### src/hdl/swp_pkg.sv
// Shared types, constants and a helper function of the swipe path generator.
`default_nettype none

package swp_pkg;

    localparam int REF_X_W = 11;
    localparam int REF_Y_W = 10;
    localparam int DEV_W   = 12;
    localparam int STEP_W  = 8;
    localparam int DLY_W   = 8;
    localparam int ID_W    = 8;
    localparam int OUT_W   = 12;
    localparam int CFG_IDX_W  = 2;
    localparam int CFG_DATA_W = 12;

    localparam logic [DEV_W-1:0]  RST_WIDTH  = 12'd1280;
    localparam logic [DEV_W-1:0]  RST_HEIGHT = 12'd720;
    localparam logic [STEP_W-1:0] RST_STEP   = 8'd10;
    localparam logic [DLY_W-1:0]  RST_DELAY  = 8'd8;

    // c*width/1280 = ((c*width) >> 8) / 5, c*height/720 = ((c*height) >> 4) / 45
    localparam int PX_W = REF_X_W + DEV_W;
    localparam int PY_W = REF_Y_W + DEV_W;
    localparam int X_SHIFT = 8;
    localparam int Y_SHIFT = 4;
    localparam int TX_W = PX_W - X_SHIFT;
    localparam int TY_W = PY_W - Y_SHIFT;
    localparam int X_RECIP_W = 16;
    localparam int Y_RECIP_W = 19;
    localparam logic [X_RECIP_W-1:0] X_RECIP = 16'd52429;   // ceil(2^18 / 5)
    localparam logic [Y_RECIP_W-1:0] Y_RECIP = 19'd372828;  // ceil(2^24 / 45)
    localparam int X_RSHIFT = 18;
    localparam int Y_RSHIFT = 24;
    localparam int Q_W = 13;

    typedef enum logic [CFG_IDX_W-1:0] {
        REG_WIDTH  = 2'd0,
        REG_HEIGHT = 2'd1,
        REG_STEP   = 2'd2,
        REG_DELAY  = 2'd3
    } t_reg_idx;

    typedef enum logic {
        CMD_START = 1'b0,
        CMD_STEP  = 1'b1
    } t_cmd;

    typedef enum logic {
        KIND_DOWN = 1'b0,
        KIND_MOVE = 1'b1
    } t_kind;

    // one restoring step of a remainder by the move step
    function automatic logic [STEP_W-1:0] f_mod_bit(input logic [STEP_W-1:0] rem,
                                                    input logic bit_in,
                                                    input logic [STEP_W-1:0] step);
        logic [STEP_W:0] t;
        t = {rem, bit_in};
        if (t >= {1'b0, step}) begin
            t = t - {1'b0, step};
        end
        return t[STEP_W-1:0];
    endfunction

endpackage

`default_nettype wire

### src/hdl/swipe_path_generator.sv
// Top level of the swipe path generator: scaling pipeline, remainder pipeline, line walker.
//
//  channel  | handshake                     | payload
//  ---------+-------------------------------+---------------------------------------------
//  input    | i_in_valid / o_in_stall       | command, start/stop x y, finger id, down flag
//  output   | o_out_valid / i_out_stall     | pos x y, touch kind, delay, pointer id, last
//  config   | i_cfg_valid / o_cfg_ready     | i_cfg_index, i_cfg_data
//
// One item per cycle while o_in_stall is low. Registered path: input register, scale
// multiply, reciprocal multiply, remainder stages (4 bits each), walker/result register.
// A stalled result holds the whole pipeline. After a move_step write the input stalls
// while the pipeline drains and a serial rebuild recomputes the walker's step remainder.
// Reset is synchronous; it clears valids, walker state and config to defaults.
`default_nettype none

module swipe_path_generator #(
    parameter int COORD_BITS = 12
) (
    input  wire logic                              i_clk,
    input  wire logic                              i_rst_n,
    input  wire logic                              i_in_valid,
    output logic                                   o_in_stall,
    input  wire logic                              i_command,
    input  wire logic [swp_pkg::REF_X_W-1:0]       i_start_x,
    input  wire logic [swp_pkg::REF_Y_W-1:0]       i_start_y,
    input  wire logic [swp_pkg::REF_X_W-1:0]       i_stop_x,
    input  wire logic [swp_pkg::REF_Y_W-1:0]       i_stop_y,
    input  wire logic [swp_pkg::ID_W-1:0]          i_finger_id,
    input  wire logic                              i_need_touch_down,
    output logic                                   o_out_valid,
    input  wire logic                              i_out_stall,
    output logic [swp_pkg::OUT_W-1:0]              o_pos_x,
    output logic [swp_pkg::OUT_W-1:0]              o_pos_y,
    output logic                                   o_touch_kind,
    output logic [swp_pkg::DLY_W-1:0]              o_delay,
    output logic [swp_pkg::ID_W-1:0]               o_pointer_id,
    output logic                                   o_last,
    input  wire logic                              i_cfg_valid,
    output logic                                   o_cfg_ready,
    input  wire logic [swp_pkg::CFG_IDX_W-1:0]     i_cfg_index,
    input  wire logic [swp_pkg::CFG_DATA_W-1:0]    i_cfg_data
);

    localparam int CW    = COORD_BITS;
    localparam int ERR_W = CW + 2;
    localparam int NIB   = 4;
    localparam int NST   = (CW + NIB - 1) / NIB;
    localparam int PW    = NST * NIB;
    localparam int QW    = swp_pkg::Q_W;
    localparam int EXT_W = (CW > QW) ? CW : QW;
    localparam logic [EXT_W-1:0] CMAX = EXT_W'((1 << CW) - 1);
    localparam int CNT_W = $clog2(CW + 1);
    localparam int OW    = swp_pkg::OUT_W;
    localparam int SW    = swp_pkg::STEP_W;
    localparam int DW    = swp_pkg::DLY_W;
    localparam int IW    = swp_pkg::ID_W;
    localparam int VW    = swp_pkg::DEV_W;
    localparam int XW    = swp_pkg::REF_X_W;
    localparam int YW    = swp_pkg::REF_Y_W;
    localparam int PXW   = swp_pkg::PX_W;
    localparam int PYW   = swp_pkg::PY_W;
    localparam int TXW   = swp_pkg::TX_W;
    localparam int TYW   = swp_pkg::TY_W;
    localparam int MXW   = TXW + swp_pkg::X_RECIP_W;
    localparam int MYW   = TYW + swp_pkg::Y_RECIP_W;

    typedef struct packed {
        logic          cmd;
        logic          ntd;
        logic [IW-1:0] fid;
        logic [SW-1:0] step;
        logic [DW-1:0] dly;
        logic [CW-1:0] sx;
        logic [CW-1:0] sy;
        logic [CW-1:0] adx;
        logic [CW-1:0] ady;
        logic          dxn;
        logic          dyn;
        logic [SW-1:0] rx;
        logic [SW-1:0] ry;
    } t_dst;

    function automatic logic [CW-1:0] f_sat(input logic [QW-1:0] q);
        logic [EXT_W-1:0] qe;
        qe = EXT_W'(q);
        return (qe > CMAX) ? {CW{1'b1}} : CW'(q);
    endfunction

    // configuration
    logic [VW-1:0] r_dev_w, r_dev_h;
    logic [SW-1:0] r_move_step;
    logic [DW-1:0] r_event_delay;
    logic          cfg_we;

    // pipeline control
    logic en, in_acc, pipe_busy;

    // stage A
    logic          r_a_v, r_a_cmd, r_a_ntd;
    logic [XW-1:0] r_a_sx, r_a_ex;
    logic [YW-1:0] r_a_sy, r_a_ey;
    logic [IW-1:0] r_a_fid;
    logic [VW-1:0] r_a_w, r_a_h;
    logic [SW-1:0] r_a_step;
    logic [DW-1:0] r_a_dly;

    // stage B
    logic           r_b_v, r_b_cmd, r_b_ntd;
    logic [PXW-1:0] r_b_pxs, r_b_pxe;
    logic [PYW-1:0] r_b_pys, r_b_pye;
    logic [IW-1:0]  r_b_fid;
    logic [SW-1:0]  r_b_step;
    logic [DW-1:0]  r_b_dly;

    // stage C
    logic           r_c_v, r_c_cmd, r_c_ntd;
    logic [CW-1:0]  r_c_sx, r_c_sy, r_c_ex, r_c_ey;
    logic [IW-1:0]  r_c_fid;
    logic [SW-1:0]  r_c_step;
    logic [DW-1:0]  r_c_dly;
    logic [TXW-1:0] c_txs, c_txe;
    logic [TYW-1:0] c_tys, c_tye;
    logic [MXW-1:0] c_mxs, c_mxe;
    logic [MYW-1:0] c_mys, c_mye;

    // remainder stages
    t_dst d_in;
    t_dst r_d  [NST];
    logic r_dv [NST];
    t_dst f;
    logic f_v;

    // walker state
    logic                 r_busy, n_busy;
    logic [CW-1:0]        r_cur_x, n_cur_x, r_cur_y, n_cur_y;
    logic signed [ERR_W-1:0] r_err, n_err, e1, e2;
    logic [CW-1:0]        r_left, n_left;
    logic                 r_maj_x, n_maj_x, r_dxn, n_dxn, r_dyn, n_dyn;
    logic [CW-1:0]        r_dmaj, n_dmaj, r_dmin, n_dmin;
    logic [IW-1:0]        r_finger, n_finger;
    logic [SW-1:0]        r_res, n_res, res_nxt;
    logic                 minor, res_dn, step_ok, fin, s_maj_x;
    logic [CW-1:0]        nx, ny;

    // result
    logic                 e_v, e_last;
    swp_pkg::t_kind       e_kind;
    logic [CW-1:0]        e_x, e_y;
    logic [DW-1:0]        e_dly;
    logic [IW-1:0]        e_pid;
    logic                 r_out_v;
    logic [OW-1:0]        r_o_x, r_o_y;
    swp_pkg::t_kind       r_o_kind;
    logic [DW-1:0]        r_o_dly;
    logic [IW-1:0]        r_o_pid;
    logic                 r_o_last;

    // remainder rebuild after a move_step write
    logic             r_rc_pend, r_rc_run, rc_start, rc_done;
    logic [CNT_W-1:0] r_rc_cnt;
    logic [CW-1:0]    r_rc_val;
    logic [SW-1:0]    r_rc_rem, rc_rem_nxt;

    assign en         = !(r_out_v && i_out_stall);
    assign o_in_stall = !en || r_rc_pend || r_rc_run;
    assign in_acc     = i_in_valid && !o_in_stall;
    assign o_cfg_ready = 1'b1;
    assign cfg_we     = i_cfg_valid && o_cfg_ready;

    always_ff @(posedge i_clk) begin
        if (!i_rst_n) begin
            r_dev_w       <= swp_pkg::RST_WIDTH;
            r_dev_h       <= swp_pkg::RST_HEIGHT;
            r_move_step   <= swp_pkg::RST_STEP;
            r_event_delay <= swp_pkg::RST_DELAY;
        end else if (cfg_we) begin
            unique case (swp_pkg::t_reg_idx'(i_cfg_index))
                swp_pkg::REG_WIDTH:  r_dev_w       <= i_cfg_data[VW-1:0];
                swp_pkg::REG_HEIGHT: r_dev_h       <= i_cfg_data[VW-1:0];
                swp_pkg::REG_STEP:   r_move_step   <= i_cfg_data[SW-1:0];
                swp_pkg::REG_DELAY:  r_event_delay <= i_cfg_data[DW-1:0];
            endcase
        end
    end

    // stage valids
    always_ff @(posedge i_clk) begin
        if (!i_rst_n) begin
            r_a_v <= 1'b0;
            r_b_v <= 1'b0;
            r_c_v <= 1'b0;
        end else if (en) begin
            r_a_v <= in_acc;
            r_b_v <= r_a_v;
            r_c_v <= r_b_v;
        end
    end

    // stage A: input beat plus config snapshot
    always_ff @(posedge i_clk) begin
        if (en) begin
            r_a_cmd  <= i_command;
            r_a_ntd  <= i_need_touch_down;
            r_a_sx   <= i_start_x;
            r_a_sy   <= i_start_y;
            r_a_ex   <= i_stop_x;
            r_a_ey   <= i_stop_y;
            r_a_fid  <= i_finger_id;
            r_a_w    <= r_dev_w;
            r_a_h    <= r_dev_h;
            r_a_step <= r_move_step;
            r_a_dly  <= r_event_delay;
        end
    end

    // stage B: coordinate times device size
    always_ff @(posedge i_clk) begin
        if (en) begin
            r_b_cmd  <= r_a_cmd;
            r_b_ntd  <= r_a_ntd;
            r_b_fid  <= r_a_fid;
            r_b_step <= r_a_step;
            r_b_dly  <= r_a_dly;
            r_b_pxs  <= r_a_sx * r_a_w;
            r_b_pxe  <= r_a_ex * r_a_w;
            r_b_pys  <= r_a_sy * r_a_h;
            r_b_pye  <= r_a_ey * r_a_h;
        end
    end

    // stage C: exact divide by reciprocal, saturate
    assign c_txs = r_b_pxs[PXW-1:swp_pkg::X_SHIFT];
    assign c_txe = r_b_pxe[PXW-1:swp_pkg::X_SHIFT];
    assign c_tys = r_b_pys[PYW-1:swp_pkg::Y_SHIFT];
    assign c_tye = r_b_pye[PYW-1:swp_pkg::Y_SHIFT];
    assign c_mxs = c_txs * swp_pkg::X_RECIP;
    assign c_mxe = c_txe * swp_pkg::X_RECIP;
    assign c_mys = c_tys * swp_pkg::Y_RECIP;
    assign c_mye = c_tye * swp_pkg::Y_RECIP;

    always_ff @(posedge i_clk) begin
        if (en) begin
            r_c_cmd  <= r_b_cmd;
            r_c_ntd  <= r_b_ntd;
            r_c_fid  <= r_b_fid;
            r_c_step <= r_b_step;
            r_c_dly  <= r_b_dly;
            r_c_sx   <= f_sat(c_mxs[swp_pkg::X_RSHIFT +: QW]);
            r_c_ex   <= f_sat(c_mxe[swp_pkg::X_RSHIFT +: QW]);
            r_c_sy   <= f_sat(c_mys[swp_pkg::Y_RSHIFT +: QW]);
            r_c_ey   <= f_sat(c_mye[swp_pkg::Y_RSHIFT +: QW]);
        end
    end

    // deltas and directions
    always_comb begin
        d_in      = '0;
        d_in.cmd  = r_c_cmd;
        d_in.ntd  = r_c_ntd;
        d_in.fid  = r_c_fid;
        d_in.step = r_c_step;
        d_in.dly  = r_c_dly;
        d_in.sx   = r_c_sx;
        d_in.sy   = r_c_sy;
        d_in.dxn  = r_c_ex < r_c_sx;
        d_in.dyn  = r_c_ey < r_c_sy;
        d_in.adx  = d_in.dxn ? r_c_sx - r_c_ex : r_c_ex - r_c_sx;
        d_in.ady  = d_in.dyn ? r_c_sy - r_c_ey : r_c_ey - r_c_sy;
    end

    // start point remainders by move_step, four bits per stage
    for (genvar k = 0; k < NST; k++) begin : g_mod
        t_dst          src, n_q;
        logic          src_v;
        logic [PW-1:0] xp, yp;

        if (k == 0) begin : g_first
            assign src   = d_in;
            assign src_v = r_c_v;
        end else begin : g_next
            assign src   = r_d[k-1];
            assign src_v = r_dv[k-1];
        end

        always_comb begin
            n_q = src;
            xp  = PW'(src.sx);
            yp  = PW'(src.sy);
            for (int j = 0; j < NIB; j++) begin
                n_q.rx = swp_pkg::f_mod_bit(n_q.rx, xp[PW-1-NIB*k-j], src.step);
                n_q.ry = swp_pkg::f_mod_bit(n_q.ry, yp[PW-1-NIB*k-j], src.step);
            end
        end

        always_ff @(posedge i_clk) begin
            if (!i_rst_n) begin
                r_dv[k] <= 1'b0;
            end else if (en) begin
                r_dv[k] <= src_v;
            end
        end

        always_ff @(posedge i_clk) begin
            if (en) begin
                r_d[k] <= n_q;
            end
        end
    end

    assign f   = r_d[NST-1];
    assign f_v = r_dv[NST-1];

    always_comb begin
        pipe_busy = r_a_v || r_b_v || r_c_v;
        for (int k = 0; k < NST; k++) begin
            pipe_busy = pipe_busy || r_dv[k];
        end
    end

    // line walker
    always_comb begin
        n_busy   = r_busy;
        n_cur_x  = r_cur_x;
        n_cur_y  = r_cur_y;
        n_err    = r_err;
        n_left   = r_left;
        n_maj_x  = r_maj_x;
        n_dxn    = r_dxn;
        n_dyn    = r_dyn;
        n_dmaj   = r_dmaj;
        n_dmin   = r_dmin;
        n_finger = r_finger;
        n_res    = r_res;
        e_v      = 1'b0;
        e_x      = r_cur_x;
        e_y      = r_cur_y;
        e_kind   = swp_pkg::KIND_MOVE;
        e_last   = 1'b0;
        e_dly    = f.dly;
        e_pid    = r_finger;

        s_maj_x = f.adx > f.ady;
        step_ok = f.step != '0;
        e1      = r_err - $signed({1'b0, r_dmin, 1'b0});
        minor   = e1 <= 0;
        e2      = minor ? e1 + $signed({1'b0, r_dmaj, 1'b0}) : e1;
        nx      = r_dxn ? r_cur_x - 1'b1 : r_cur_x + 1'b1;
        ny      = r_dyn ? r_cur_y - 1'b1 : r_cur_y + 1'b1;
        res_dn  = r_maj_x ? r_dxn : r_dyn;
        if (res_dn) begin
            res_nxt = (r_res == '0) ? f.step - 1'b1 : r_res - 1'b1;
        end else begin
            res_nxt = (r_res == f.step - 1'b1) ? '0 : r_res + 1'b1;
        end
        fin = r_left == CW'(1);

        if (f_v && en) begin
            if (f.cmd == swp_pkg::CMD_START) begin
                n_busy   = 1'b1;
                n_dxn    = f.dxn;
                n_dyn    = f.dyn;
                n_maj_x  = s_maj_x;
                n_dmaj   = s_maj_x ? f.adx : f.ady;
                n_dmin   = s_maj_x ? f.ady : f.adx;
                n_err    = $signed({2'b00, n_dmaj});
                n_left   = n_dmaj;
                n_cur_x  = f.sx;
                n_cur_y  = f.sy;
                n_finger = f.fid;
                n_res    = s_maj_x ? f.rx : f.ry;
                e_v      = f.ntd;
                e_x      = f.sx;
                e_y      = f.sy;
                e_kind   = swp_pkg::KIND_DOWN;
                e_pid    = f.fid;
            end else if (r_busy) begin
                if (r_left == '0) begin
                    n_busy = 1'b0;
                    e_v    = !(step_ok && r_res == '0);
                    e_last = 1'b1;
                end else begin
                    n_err = e2;
                    if (r_maj_x || minor) begin
                        n_cur_x = nx;
                    end
                    if (!r_maj_x || minor) begin
                        n_cur_y = ny;
                    end
                    n_left = r_left - 1'b1;
                    n_res  = res_nxt;
                    if (fin) begin
                        n_busy = 1'b0;
                    end
                    e_v    = fin || (step_ok && res_nxt == '0);
                    e_last = fin;
                    e_x    = n_cur_x;
                    e_y    = n_cur_y;
                end
            end
        end
    end

    always_ff @(posedge i_clk) begin
        if (!i_rst_n) begin
            r_busy   <= 1'b0;
            r_cur_x  <= '0;
            r_cur_y  <= '0;
            r_err    <= '0;
            r_left   <= '0;
            r_maj_x  <= 1'b0;
            r_dxn    <= 1'b0;
            r_dyn    <= 1'b0;
            r_dmaj   <= '0;
            r_dmin   <= '0;
            r_finger <= '0;
            r_res    <= '0;
        end else begin
            r_busy   <= n_busy;
            r_cur_x  <= n_cur_x;
            r_cur_y  <= n_cur_y;
            r_err    <= n_err;
            r_left   <= n_left;
            r_maj_x  <= n_maj_x;
            r_dxn    <= n_dxn;
            r_dyn    <= n_dyn;
            r_dmaj   <= n_dmaj;
            r_dmin   <= n_dmin;
            r_finger <= n_finger;
            r_res    <= rc_done ? rc_rem_nxt : n_res;
        end
    end

    // remainder rebuild: serial restoring remainder of the major coordinate
    assign rc_start   = r_rc_pend && !r_rc_run && !pipe_busy;
    assign rc_rem_nxt = swp_pkg::f_mod_bit(r_rc_rem, r_rc_val[CW-1], r_move_step);
    assign rc_done    = r_rc_run && (r_rc_cnt == CNT_W'(1));

    always_ff @(posedge i_clk) begin
        if (!i_rst_n) begin
            r_rc_pend <= 1'b0;
            r_rc_run  <= 1'b0;
            r_rc_cnt  <= '0;
        end else begin
            if (cfg_we && swp_pkg::t_reg_idx'(i_cfg_index) == swp_pkg::REG_STEP) begin
                r_rc_pend <= 1'b1;
            end else if (rc_start) begin
                r_rc_pend <= 1'b0;
            end
            if (rc_start) begin
                r_rc_run <= 1'b1;
                r_rc_cnt <= CNT_W'(CW);
            end else if (r_rc_run) begin
                r_rc_cnt <= r_rc_cnt - 1'b1;
                if (rc_done) begin
                    r_rc_run <= 1'b0;
                end
            end
        end
    end

    always_ff @(posedge i_clk) begin
        if (rc_start) begin
            r_rc_val <= r_maj_x ? r_cur_x : r_cur_y;
            r_rc_rem <= '0;
        end else if (r_rc_run) begin
            r_rc_val <= {r_rc_val[CW-2:0], 1'b0};
            r_rc_rem <= rc_rem_nxt;
        end
    end

    // result register
    always_ff @(posedge i_clk) begin
        if (!i_rst_n) begin
            r_out_v <= 1'b0;
        end else if (en) begin
            r_out_v <= e_v;
        end
    end

    always_ff @(posedge i_clk) begin
        if (en && e_v) begin
            r_o_x    <= OW'(e_x);
            r_o_y    <= OW'(e_y);
            r_o_kind <= e_kind;
            r_o_dly  <= e_dly;
            r_o_pid  <= e_pid;
            r_o_last <= e_last;
        end
    end

    assign o_out_valid  = r_out_v;
    assign o_pos_x      = r_o_x;
    assign o_pos_y      = r_o_y;
    assign o_touch_kind = r_o_kind;
    assign o_delay      = r_o_dly;
    assign o_pointer_id = r_o_pid;
    assign o_last       = r_o_last;

endmodule

`default_nettype wire

### config.mk
export PLATFORM = sky130hd
export DESIGN_NAME = swipe_path_generator
export DESIGN_NICKNAME = d
export VERILOG_FILES = /design/src/hdl/swp_pkg.sv /design/src/hdl/swipe_path_generator.sv
export SDC_FILE = /design/constraint.sdc
export NUM_CORES = 2
export LEC_CHECK = 0
export BUFFER_PORTS_ARGS = -buffer_cell sky130_fd_sc_hd__buf_2
export CORE_MARGIN = 2
export CORE_UTILIZATION = 64
export CTS_BUF_LIST = sky130_fd_sc_hd__clkbuf_4 sky130_fd_sc_hd__clkbuf_8 sky130_fd_sc_hd__clkbuf_16
export DETAILED_ROUTE_END_ITERATION = 7
export GPL_ROUTABILITY_DRIVEN = 0
export HOLD_SLACK_MARGIN = 0.12
export PLACE_DENSITY = 0.81
export SLEW_MARGIN = 25
export SYNTH_ARGS = -nofsm -noshare
export SYNTH_HDL_FRONTEND = slang
export SYNTH_SLANG_ARGS = --single-unit
export TNS_END_PERCENT = 20
### constraint.sdc
create_clock -name i_clk -period 36.8 [get_ports i_clk]
set_input_delay 3.68 -clock i_clk [delete_from_list [all_inputs] [get_ports i_clk]]
set_output_delay 3.68 -clock i_clk [all_outputs]
set_load 0.02 [all_outputs]
Word-level counts from Yosys, hierarchy flattened
Memories as Yosys holds them, arrays and structs flattened.
Cells that the tools add are included.

storage, ports and cells
  flip-flop bits (word level) = 488
  RAM bits = 279
  input port bits = 71
  output and inout port bits = 45
  memories = 2

memory list
  name  words  width  rd ports  clocked after Yosys merged registers in  wr ports  line                         text
  r_d   3      92     3         0                                        3         swipe_path_generator.sv:128  t_dst r_d [NST];
  r_dv  3      1      3         0                                        3         swipe_path_generator.sv:129  logic r_dv [NST];

cells by class
  add/subtract/negate cells = 40
  $mul = 8
  $lt $le $gt $ge = 33
  eq/ne operators = 10
  mux-type cells = 87
  bitwise logic cells = 5
  reduce and logical (&&, ||, !) cells = 43

operator list
  kind                    count
  $mux 8                  36
  $mux 12                 22
  $ge 9x8->1              23
  $sub 8x8->8             23
  $mul 18x17->35 const B  2
  $mul 15x16->31 const B  2
  $mux 14                 4
  $gt 13x12->1 const B    4
  $sub 12x12->12          4
  $mul 11x12->23          2
  $mul 10x12->22          2
  $sub 12x1->12 const B   3
  $add 12x1->12 const B   2
  $lt 12x12->1            2
  $mux 1                  23
  $ge 1x8->1              2
  $logic_not 8->1         2
  $sub 1x8->8             2
  $sub 8x1->8 const B     2
  $add 14x14->14          1
  $le 14x1->1 const B     1
  $sub 14x14->14          1
  $eq 12x1->1 const B     1
  $gt 12x12->1            1
  other kinds (23)        59

Depth between registers and ports, before layout
An unclocked memory read counts as a cell.

  word-level depth = 13
  gate-level depth with buffers = 43
  mapped depth without buffers = 41

Least setup slack after synthesis
OpenSTA, ideal clock, no wires.

  path kind = input-to-reg
  start point = input port i_out_stall
  end point = register r_o_dly[0] (netlist: o_delay[0]) (enable)
  library setup time = 404 ps
  arrival = 17215 ps
  required time = 36396 ps
  setup slack = 19181 ps
  stages on the path = 10
  buffers on the path = 2
  cells stage by stage = and2_1 > clkbuf_1 > inv_1 > and2_1 > clkbuf_1 > nand3_1 > nor3_1 > nand4_1 > a2111oi_0 > a221o_1

between the ends
  longest elaborated chain between the ends = 5

RTL lines
  element                 line                         text
  start: declaration      swipe_path_generator.sv:31   input wire logic i_out_stall,
  $logic_and 1x1->1 *     swipe_path_generator.sv:164  assign en = !(r_out_v && i_out_stall);
  $logic_not 1->1 *       swipe_path_generator.sv:164
  $logic_and 1x1->1       swipe_path_generator.sv:357  if (f_v && en) begin
  $mux 1                  swipe_path_generator.sv:357
  $logic_and 1x1->1 *     swipe_path_generator.sv:481  if (en && e_v) begin
  end signal: assignment  swipe_path_generator.sv:485  r_o_dly <= e_dly;
  end: declaration        swipe_path_generator.sv:154  logic [DW-1:0] r_o_dly;

Mark *: on every way between the ends. The rest lies on a longest branch, timed or not.
A chain may end at the register's enable or synchronous reset.

==> impl_metrics.ini <==
[drt]
vias = 49800
first_pass_iters = 6
wire_per_inst_um = 18.6
wl_um = 158000
drcViolationCount = 0
ant_nets = 0
vias_per_cell = 5.86
drtIter0Drc = 3939

[final_layout]
final_util = 0.688
multi_input_area_mm2 = 0.0452
area_growth_pct = 7.00
instances_no_fill = 8502
layout-drive-gt1-share = 0.0625
seq_area_mm2 = 0.0208
final_nets = 8695
fill_cells = 7922

[synth]
synth_nets = 8645
synth_area_leaders = edfxtp_1 25%, fa_1 19%, ha_1 18%
syn_avg_cell_area_um2 = 10.3
synth-seq-cells = 743
ys_types = 93
synth_edf_count = 590
synth_top_area_frac = 0.250
synth_area_leader_cell = edfxtp_1
syn-instance-count = 6892
synth.yosys.seq_area_share = 0.293
synth_most_common_cell = inv_1
synth.yosys.warnings = 0
synth_area_mm2 = 0.0708
ys_top_cells_by_count = 1124 x inv_1, 1012 x ha_1, 670 x fa_1
ys.flop_type = edfxtp_1
async_flop_share = 0

[critical_path]
crit_required_ns = 37.23
rrSetupSlack_ns = 26.26
timing.critical_path.mode_cell = a21oi_1
path_max_fanout = 12
cp-start-kind = flop
end_kind = flop
cp_slowest_cell = a21oi_1
arrival_ns = 10.98
critPathMaxStageDelay_ns = 0.73
critPathKind = reg -> reg

[die]
coreArea_mm2 = 0.110
start_util = 0.643
ioPinCount = 116
fp-row-count = 122
die-area_mm2 = 0.113
die_w_um = 337
fp.dieH_um = 337

[sta]
final.setup.tns_ns = 0
slew_violations = 0
max_freq_mhz = 94.8
finalCritPeriodShare = 0.287
rsz0062_at_grt = no
hold_violations = 0
setup_viol = 0
fin_hold_ws_ns = 0.398
worst-slew-pin-transition_ns = 1.06
final_period_minus_worst_setup_slack_ns = 10.54
finalClockSkew_ns = 0.0467
max-slew-margin-rel = 0.292

[clock_tree]
insertion_delay_ns = 0.70
cts_root_buffer = clkbuf_16
clock-sinks = 743
post_cts_resize_count = 0
clk_path_buf_depth = 3
cts_hold_buf = 0
clkSlewWorstSetupHoldPaths_ns = 0.06
cts_buffers = 83
cts_tree = yes
post_cts_buffers = 0
htree_num_levels = 3

[grt]
grt_pass1_wl_um = 260000
grt_overflow = 0
grt_max_degree = 181
first_global_vias = 51900
grt_util_all_layers = 0.285
antenna_found_initial = 4

[run_status]
status = finished clean

[job]
maxCapViolations = 0

[placement]
io_buffers = 114
dpl.hpwl_um = 123000
placedCellCount = 8345

[worst_hold_path]
hp-class = reg -> reg
final cells by class:
class | instances | area share
antenna | 1 | 0.0000330
tap | 1488 | 0.0246
clock buffer | 106 | 0.0301
clock inverter | 50 | 0.00850
sequential | 743 | 0.274
timing repair buffer | 144 | 0.0108
inverter | 1124 | 0.0558
multi-input combinational | 4846 | 0.596
worst max-delay path, delay by kind of cell (launching register included):
family	cells	cell delay, ns
AND/OR/NAND/NOR	7	1.36
buffers and inverters	4	0.92
flip-flops	1	0.55
AO/OA/AOI/OAI	20	5.44
adder cells (fa/ha/maj)	4	1.21
multiplexers	2	0.79
sequential cells by signal, indices dropped and copies added, names as in the netlist, 14 cells and up:
name,flops
r_b_pxe,15
r_b_pxs,15
r_b_pye,18
r_d,276
r_b_pys,18
r_err,14
per-layer routing:
layer,GRT usage,share of wire,vias up
met5,0,0,-
met4,0.111,0.039,0
met3,0.0427,0.065,362
met2,0.484,0.48,1726
met1,0.368,0.42,24400
li1,-,-,23300
logic make-up (layout without fill, tap and decap cells):
logic type,count (synthesis),in the layout,synth area share
fa+ha+maj,1682,1682,0.368
simple gates,1661,1661,0.112
buf+inv,1303,1424,0.0695
compound gates,1025,1025,0.0929
flops,743,743,0.293
xor+xnor,299,299,0.0377
mux,178,178,0.0268
other cells,1,2,0.0000529
final timing paths:
path                                  start          end  cells after the start
worst min-delay path             r_a_dly[3]   r_b_dly[3]                      0
worst min register to register   r_a_dly[3]   r_b_dly[3]                      0
worst max-delay path            r_d[0][167]  r_d[0][185]                     37
worst max register to register  r_d[0][167]  r_d[0][185]                     37
metrics by stage:
step | setup slack, ns | cell area, um2
after floorplan | 19.18 | 70800
after global placement | 26.73 | 72900
after detailed placement | 26.50 | 72900
after CTS | 26.44 | 75800
after global routing | 25.38 | 75800
final | 26.26 | 75800
layout by cell type (no fill, tap or decap), types with 88 or more instances in the layout:
cell type / synthesis / layout
a21o_1: 90 / 90
a21oi_1: 304 / 303
and2_1: 230 / 230
buf_2: 6 / 114
dfxtp_1: 153 / 153
edfxtp_1: 590 / 590
fa_1: 670 / 670
ha_1: 1012 / 1012
inv_1: 1124 / 1121
mux2_2: 88 / 88
mux2i_1: 89 / 89
nand2_1: 595 / 594
nor2_1: 358 / 357
nor3_1: 109 / 109
o21ai_0: 217 / 216
xnor2_1: 187 / 187
xor2_1: 108 / 108
Power is not shown: default switching activity piles up to over one toggle a cycle in this logic, so the estimate is an artifact.
